**src/hdl/acbc_pkg.sv**
```systemverilog
// Shared types, constants and AES round functions for the CBC encrypt core
package acbc_pkg;

   localparam int ACBC_QUEUE_DEPTH = 2;
   localparam int ACBC_ROUNDS      = 10;
   localparam int ACBC_RND_W       = 4;

   typedef enum logic [1:0] {
      CSR_KEY_HIGH = 2'd0,
      CSR_KEY_LOW  = 2'd1,
      CSR_IV_HIGH  = 2'd2,
      CSR_IV_LOW   = 2'd3
   } csr_index_type;

   typedef enum logic {
      ST_IDLE  = 1'b0,
      ST_ROUND = 1'b1
   } eng_state_type;

   typedef struct packed {
      logic         restart;
      logic [127:0] block;
   } item_type;

   typedef struct packed {
      logic     valid;
      item_type item;
   } queue_out_type;

   localparam logic [7:0] SBOX [256] = '{
      8'h63,8'h7c,8'h77,8'h7b,8'hf2,8'h6b,8'h6f,8'hc5,8'h30,8'h01,8'h67,8'h2b,8'hfe,8'hd7,8'hab,8'h76,
      8'hca,8'h82,8'hc9,8'h7d,8'hfa,8'h59,8'h47,8'hf0,8'had,8'hd4,8'ha2,8'haf,8'h9c,8'ha4,8'h72,8'hc0,
      8'hb7,8'hfd,8'h93,8'h26,8'h36,8'h3f,8'hf7,8'hcc,8'h34,8'ha5,8'he5,8'hf1,8'h71,8'hd8,8'h31,8'h15,
      8'h04,8'hc7,8'h23,8'hc3,8'h18,8'h96,8'h05,8'h9a,8'h07,8'h12,8'h80,8'he2,8'heb,8'h27,8'hb2,8'h75,
      8'h09,8'h83,8'h2c,8'h1a,8'h1b,8'h6e,8'h5a,8'ha0,8'h52,8'h3b,8'hd6,8'hb3,8'h29,8'he3,8'h2f,8'h84,
      8'h53,8'hd1,8'h00,8'hed,8'h20,8'hfc,8'hb1,8'h5b,8'h6a,8'hcb,8'hbe,8'h39,8'h4a,8'h4c,8'h58,8'hcf,
      8'hd0,8'hef,8'haa,8'hfb,8'h43,8'h4d,8'h33,8'h85,8'h45,8'hf9,8'h02,8'h7f,8'h50,8'h3c,8'h9f,8'ha8,
      8'h51,8'ha3,8'h40,8'h8f,8'h92,8'h9d,8'h38,8'hf5,8'hbc,8'hb6,8'hda,8'h21,8'h10,8'hff,8'hf3,8'hd2,
      8'hcd,8'h0c,8'h13,8'hec,8'h5f,8'h97,8'h44,8'h17,8'hc4,8'ha7,8'h7e,8'h3d,8'h64,8'h5d,8'h19,8'h73,
      8'h60,8'h81,8'h4f,8'hdc,8'h22,8'h2a,8'h90,8'h88,8'h46,8'hee,8'hb8,8'h14,8'hde,8'h5e,8'h0b,8'hdb,
      8'he0,8'h32,8'h3a,8'h0a,8'h49,8'h06,8'h24,8'h5c,8'hc2,8'hd3,8'hac,8'h62,8'h91,8'h95,8'he4,8'h79,
      8'he7,8'hc8,8'h37,8'h6d,8'h8d,8'hd5,8'h4e,8'ha9,8'h6c,8'h56,8'hf4,8'hea,8'h65,8'h7a,8'hae,8'h08,
      8'hba,8'h78,8'h25,8'h2e,8'h1c,8'ha6,8'hb4,8'hc6,8'he8,8'hdd,8'h74,8'h1f,8'h4b,8'hbd,8'h8b,8'h8a,
      8'h70,8'h3e,8'hb5,8'h66,8'h48,8'h03,8'hf6,8'h0e,8'h61,8'h35,8'h57,8'hb9,8'h86,8'hc1,8'h1d,8'h9e,
      8'he1,8'hf8,8'h98,8'h11,8'h69,8'hd9,8'h8e,8'h94,8'h9b,8'h1e,8'h87,8'he9,8'hce,8'h55,8'h28,8'hdf,
      8'h8c,8'ha1,8'h89,8'h0d,8'hbf,8'he6,8'h42,8'h68,8'h41,8'h99,8'h2d,8'h0f,8'hb0,8'h54,8'hbb,8'h16
   };

   function automatic logic [7:0] xtime(input logic [7:0] a);
      return {a[6:0], 1'b0} ^ (a[7] ? 8'h1b : 8'h00);
   endfunction

   function automatic logic [7:0] rcon(input logic [ACBC_RND_W-1:0] rnd);
      logic [7:0] r;
      case (rnd)
         4'd1:    r = 8'h01;
         4'd2:    r = 8'h02;
         4'd3:    r = 8'h04;
         4'd4:    r = 8'h08;
         4'd5:    r = 8'h10;
         4'd6:    r = 8'h20;
         4'd7:    r = 8'h40;
         4'd8:    r = 8'h80;
         4'd9:    r = 8'h1b;
         4'd10:   r = 8'h36;
         default: r = 8'h00;
      endcase
      return r;
   endfunction

   // next round key from the previous one; byte 0 in bits 127:120
   function automatic logic [127:0] next_key(input logic [127:0] k,
                                             input logic [7:0]   rc);
      logic [31:0] t, w0, w1, w2, w3;
      t  = {SBOX[k[23:16]] ^ rc, SBOX[k[15:8]], SBOX[k[7:0]], SBOX[k[31:24]]};
      w0 = k[127:96] ^ t;
      w1 = k[95:64] ^ w0;
      w2 = k[63:32] ^ w1;
      w3 = k[31:0] ^ w2;
      return {w0, w1, w2, w3};
   endfunction

   // SubBytes, ShiftRows and (unless last) MixColumns
   function automatic logic [127:0] aes_round(input logic [127:0] s, input logic last);
      logic [7:0]   b [16];
      logic [7:0]   t [16];
      logic [7:0]   a0, a1, a2, a3, al;
      logic [127:0] r;
      for (int i = 0; i < 16; i++) b[i] = s[127-8*i -: 8];
      for (int c = 0; c < 4; c++)
         for (int rw = 0; rw < 4; rw++)
            t[rw+4*c] = SBOX[b[rw + 4*((c+rw) & 3)]];
      if (!last) begin
         for (int c = 0; c < 4; c++) begin
            a0 = t[4*c];
            a1 = t[4*c+1];
            a2 = t[4*c+2];
            a3 = t[4*c+3];
            al = a0 ^ a1 ^ a2 ^ a3;
            t[4*c]   = a0 ^ al ^ xtime(a0 ^ a1);
            t[4*c+1] = a1 ^ al ^ xtime(a1 ^ a2);
            t[4*c+2] = a2 ^ al ^ xtime(a2 ^ a3);
            t[4*c+3] = a3 ^ al ^ xtime(a3 ^ a0);
         end
      end
      for (int i = 0; i < 16; i++) r[127-8*i -: 8] = t[i];
      return r;
   endfunction

endpackage

```
**src/hdl/acbc_ifs.sv**
```systemverilog
// Request and response channel interfaces
interface acbc_req_if;
   logic        valid;
   logic        ready;
   logic        restart;
   logic [63:0] block_high;
   logic [63:0] block_low;
   modport source (output valid, restart, block_high, block_low, input ready);
   modport sink   (input valid, restart, block_high, block_low, output ready);
endinterface


```
**src/hdl/acbc_front.sv**
```systemverilog
// Front end: accepts request transactions into a small queue
module acbc_front
   import acbc_pkg::*;
#(
   parameter int QUEUE_DEPTH = ACBC_QUEUE_DEPTH
) (
   input  logic          clock,
   input  logic          reset,
   acbc_req_if.sink      req,
   output queue_out_type head,
   input  logic          pop
);
   localparam int PTR_W = (QUEUE_DEPTH > 1) ? $clog2(QUEUE_DEPTH) : 1;
   localparam int CNT_W = $clog2(QUEUE_DEPTH + 1);
   localparam logic [PTR_W-1:0] LAST_PTR = PTR_W'(QUEUE_DEPTH - 1);
   localparam logic [CNT_W-1:0] FULL_CNT = CNT_W'(QUEUE_DEPTH);

   item_type         q_ff [QUEUE_DEPTH];
   logic [PTR_W-1:0] wr_ptr_ff, wr_ptr_in, rd_ptr_ff, rd_ptr_in;
   logic [CNT_W-1:0] count_ff, count_in;
   logic             push, do_pop;

   assign req.ready = (count_ff != FULL_CNT);
   assign push      = req.valid && req.ready;
   assign do_pop    = pop && (count_ff != '0);

   assign head.valid = (count_ff != '0);
   assign head.item  = q_ff[rd_ptr_ff];

   always_comb begin
      wr_ptr_in = wr_ptr_ff;
      rd_ptr_in = rd_ptr_ff;
      count_in  = count_ff;
      if (push) wr_ptr_in = (wr_ptr_ff == LAST_PTR) ? '0 : wr_ptr_ff + 1'b1;
      if (do_pop) rd_ptr_in = (rd_ptr_ff == LAST_PTR) ? '0 : rd_ptr_ff + 1'b1;
      if (push && !do_pop) count_in = count_ff + 1'b1;
      else if (!push && do_pop) count_in = count_ff - 1'b1;
   end

   always_ff @(posedge clock) begin
      if (reset) begin
         wr_ptr_ff <= '0;
         rd_ptr_ff <= '0;
         count_ff  <= '0;
      end else begin
         wr_ptr_ff <= wr_ptr_in;
         rd_ptr_ff <= rd_ptr_in;
         count_ff  <= count_in;
      end
   end

   always_ff @(posedge clock) begin
      if (push) begin
         q_ff[wr_ptr_ff] <= '{restart: req.restart, block: {req.block_high, req.block_low}};
      end
   end
endmodule

```
**src/flat_wrapper.sv**
```systemverilog
// flat-port wrapper written by rule: the top's interface ports become plain ports
module acbc_front_flat import acbc_pkg::*;
#(
   parameter int QUEUE_DEPTH = ACBC_QUEUE_DEPTH
)
  (clock, reset, head, pop, req_valid, req_restart, req_block_high, req_block_low, req_ready);
  acbc_req_if req_i ();
  input  logic clock;
  input  logic reset;
  output queue_out_type head;
  input  logic pop;
  input wire logic [$bits(req_i.valid)-1:0] req_valid;
  input wire logic [$bits(req_i.restart)-1:0] req_restart;
  input wire logic [$bits(req_i.block_high)-1:0] req_block_high;
  input wire logic [$bits(req_i.block_low)-1:0] req_block_low;
  output wire logic [$bits(req_i.ready)-1:0] req_ready;
  assign req_i.valid = req_valid;
  assign req_i.restart = req_restart;
  assign req_i.block_high = req_block_high;
  assign req_i.block_low = req_block_low;
  assign req_ready = req_i.ready;
  acbc_front #(.QUEUE_DEPTH(QUEUE_DEPTH)) u_core (.clock(clock), .reset(reset), .req(req_i), .head(head), .pop(pop));
endmodule
```
**config.mk**
```make
export PLATFORM = sky130hd
export DESIGN_NAME = acbc_front_flat
export DESIGN_NICKNAME = d
export VERILOG_FILES = /design/src/hdl/acbc_pkg.sv /design/src/hdl/acbc_ifs.sv /design/src/hdl/acbc_front.sv /design/src/flat_wrapper.sv
export SDC_FILE = /design/constraint.sdc
export NUM_CORES = 1
export LEC_CHECK = 0
export CAP_MARGIN = 5
export CORE_ASPECT_RATIO = 1.2
export CORE_MARGIN = 5
export CORE_UTILIZATION = 70
export CTS_BUF_LIST = sky130_fd_sc_hd__clkbuf_4
export DETAILED_ROUTE_END_ITERATION = 16
export DONT_BUFFER_PORTS = 1
export PLACE_DENSITY = 0.86
export SKIP_LAST_GASP = 1
export SYNTH_ARGS = -nofsm -noshare
export SYNTH_HDL_FRONTEND = slang
export SYNTH_SLANG_ARGS = --single-unit
export TNS_END_PERCENT = 20
```
**constraint.sdc**
```tcl
create_clock -name clock -period 7 [get_ports clock]
set_input_delay 0.35 -clock clock [delete_from_list [all_inputs] [get_ports clock]]
set_output_delay 0.35 -clock clock [all_outputs]
set_load 0.05 [all_outputs]
```
# After elaboration in Yosys (flattened, before gate mapping)
# Memory sizes are Yosys's and may differ from the RTL's. A register that Yosys moved wholly into a read port is not among the register bits.
# Cells that the tools add are included.
# totals
output_inout_bits	131
reg_bits	4
ram_bits	258
inputBits	133
memories	1
elab_cells	25
# classes
n_mux	8
add_sub_neg	4
eq_ne	1
reduce_logical	8
# memory_table
name	words	width	read_ports	rd_ports_with_merged_regs	wr	line_no	rtl
u_core.q_ff	2	129	1	1	1	acbc_front.sv:18	item_type q_ff [QUEUE_DEPTH];
# ops
operator	n
1-bit 2-to-1 mux	6
1-bit logical AND	4
2-bit 2-to-1 mux	2
2-bit nonzero test	2
1-bit adder (second input constant)	2
2-bit by 1-bit adder with 2-bit output (second input constant)	1
1-bit zero test	2
2-bit != test (second input constant)	1
2-bit by 1-bit subtractor with 2-bit output (second input constant)	1

# Logic depth before layout (Yosys ltp)
# depth
depth_word	6
depth_mapped	6

# Least setup slack after synthesis
# No wires, ideal clock.
# synth_timing
kind	reg2reg
start	register u_core.count_ff[0]
end	memory u_core.q_ff[1][0] in the netlist's numbering, enable pin
period_less_slack_ps	4515
setup_slack_ps	2485
stages_incl_launch_ff	3
arrival_ps	4011
setup_time_ps	504
path_cell_list	dfxtp_1 > nand2b_1 > and3_1
# synth_between
elab_chain_cells	4
# synth_lines
element	line_no	rtl
start, declared	acbc_front.sv:20	logic [CNT_W-1:0] count_ff, count_in;
start signal, assigned	acbc_front.sv:48	count_ff <= count_in;
2-bit != test	acbc_front.sv:23	assign req.ready = (count_ff != FULL_CNT);
via req_ready	flat_wrapper.sv:16	output wire logic [$bits(req_i.ready)-1:0] req_ready;
1-bit logical AND	acbc_front.sv:24	assign push = req.valid && req.ready;
1-bit 2-to-1 mux	acbc_front.sv:53	if (push) begin
1-bit 2-to-1 mux (implied by the code)	acbc_front.sv:54	q_ff[wr_ptr_ff] <= '{restart: req.restart, block: {req.block_high, req.block_low}};
end, declared	acbc_front.sv:18	
# The timed path passes the listed nets, and every way through them passes these cells.

==> flow_summary.json <==
{
  "reg2regPathDepth": 4,
  "period_minus_slack_ps": 3300,
  "synth_fp_nets": 559,
  "clk_pin_slew_ps": 80,
  "clock_skew_ps": 40.8,
  "yosysTopAreaCell": "edfxtp_1",
  "rsz0062_at_grt": "no",
  "yosysWarnings": 0,
  "dp.cells": 582,
  "worst_slew_pin_slew_ps": 962,
  "worst-setup-path-type": "reg -> out",
  "setup_tns_ps": 0,
  "vias_per_cell": 5.80,
  "cap_viol_max_count": 0,
  "start_kind": "register",
  "dp_hpwl_mm": 11.4,
  "grt_overflow_total": 0,
  "synth_cells": 425,
  "synth_cell_type_count": 19,
  "io_buffers": 0,
  "power_density_mw_per_mm2": 404,
  "finalNonFillerCells": 813,
  "cts.sinks": 263,
  "grt_max_degree": 75,
  "ys_seq_area_share_pct": 82.0,
  "drc": 0,
  "clock_tree.root_cell": "clkbuf_4",
  "place.gp.congestion": 0.724,
  "dr_wl_met2_mm": 11.8,
  "wl_mm": 21.0,
  "cts_made_buffers": 55,
  "placed_cell_area_sq_mm": 0.00967,
  "final_nets": 736,
  "leakage_nw": 3.96,
  "grt_pass1_wl_mm": 30.6,
  "synth_area_leaders": "edfxtp_1 (81%), mux2_2 (15%), buf_6 (1.3%)",
  "design.core.area_sq_mm": 0.0133,
  "syn_area_sq_mm": 0.00957,
  "worstReg2RegStart": "u_core.count_ff[0]",
  "vias": 4717,
  "io_pins": 264,
  "hold_ws_ps": 128,
  "max_slew_margin_pct": 35.9,
  "globalRouteTotalUtil_pct": 25.7,
  "die_h_um": 138,
  "total_power_mw": 4.72,
  "htree_num_levels": 2,
  "cp.arrival_ps": 2950,
  "first_pass_iters": 5,
  "cts_tree": "done",
  "grt_pass1_vias": 5393,
  "mostFrequentLayoutCells": "edfxtp_1 (258), dlygate4sd3_1 (131), mux2_2 (129), clkbuf_4 (87), clkinv_1 (10)",
  "hold_violations": 0,
  "period_share_pct": 47.2,
  "clk_latency_ps": 610,
  "r2r_end": "u_core.q_ff[0][70]",
  "wire_per_inst_um": 25.9,
  "drv_slew": 0,
  "start_util_pct": 72.0,
  "outcome": "completed",
  "fin_area_sq_mm": 0.0117,
  "drive_gt1_share_pct": 35.0,
  "die_area_sq_mm": 0.0161,
  "syn_area_per_cell_sq_um": 22.5,
  "worst_ep_required_time_ps": 6650,
  "ir_drop_uv": 356,
  "synth_top_area_share_pct": 81.0,
  "wl_met3_mm": 1.66,
  "cp-endpoint": "head[127]",
  "areaGrowthSynthToFinish_pct": 22.1,
  "hold_path_class": "in -> reg",
  "final_common_cell": "edfxtp_1",
  "cts_buffer_depth": 3,
  "setup-violations-final": 0,
  "antenna_left": 0,
  "end_kind": "primary output",
  "num_rows": 46,
  "antenna_found_initial": 2,
  "drt_iter0_drc": 214,
  "top_layer": "met4",
  "synth-seq-cells": 263,
  "reg2reg_setup_slack_ps": 3710,
  "min_from": "pop",
  "clock.fmax_mhz": 303,
  "cp_max_fo": 74,
  "wl_met1_mm": 6.84,
  "die_w_um": 117
}
## power breakdown
part,switching [mW],internal [mW],total (mW)
sequential,0.102,1.97,2.07
combinational,1.20,0.339,1.54
clock,0.546,0.562,1.11
total,1.85,2.87,4.72
## what timing repair did
action | 4_1_cts | 5_1_grt
resized for setup | 0 | 0
endpoints found under the hold margin | 263 | 0
hold buffers | 131 | 0
setup buffers | 0 | 0
## how the worst min path moves through the flow
stage,depth (start not counted),slack [ps],end
after floorplan,1,420,u_core.count_ff[1]
after detailed placement,1,420,register
final,3,130,register
after global routing,3,130,u_core.rd_ptr_ff
after CTS,3,70,register
after global placement,1,420,register
## stage by stage
step                setup WS (ps)  utilization (%)
CTS                          3690             87.8
detailed placement           3870             72.7
floorplan                    2480                -
global route                 3540             87.9
finish                       3700             87.9
global placement             4000             72.7
## final cells by class
cell class | instances | area, sq um
Sequential cell | 263 | 7850
Fill cell | 490 | 1610
Multi-Input combinational cell | 147 | 1580
Timing Repair Buffer | 134 | 1330
Clock buffer | 87 | 653
Tap cell | 168 | 210
Clock inverter | 11 | 45.0
Inverter | 1 | 6.26
Antenna cell | 2 | 5.00
## logic make-up after synthesis
family | share of synthesized area (%)
flops | 82.0
buf+inv | 1.54
compound gates | 0.314
fa+ha+maj | 0.131
mux | 15.2
simple gates | 0.523
xor+xnor | 0.275
## state kept, by name, summed over array words and instances (netlist names), named ones only
signal / flops
u_core.wr_ptr_ff: 1
u_core.q_ff: 258
u_core.count_ff: 2
u_core.rd_ptr_ff: 1
## layer usage
metal  up-vias  global-route usage (%)
met5         -                       0
met3        50                    8.03
met4         0                    11.4
li1       2084                       -
met2       229                    46.8
met1      2354                    26.3
## critical path, stage by stage (launching register included)
cell     delay (ps)
dfxtp_4         830
buf_4           830
mux2_2          560
## cell usage after synthesis (all sizes together)
library cell  instances
dfxtp                 5
mux2                129
and3                  1
and2                  1
inv                   1
a21oi                 2
buf                  14
ha                    1
nor2                  3
o21ai                 2
nand2b                1
edfxtp              258
xor2                  3
a21bo                 1
nand3b                1
or2                   1
or3                   1
Power figures use the tool's default switching activity.
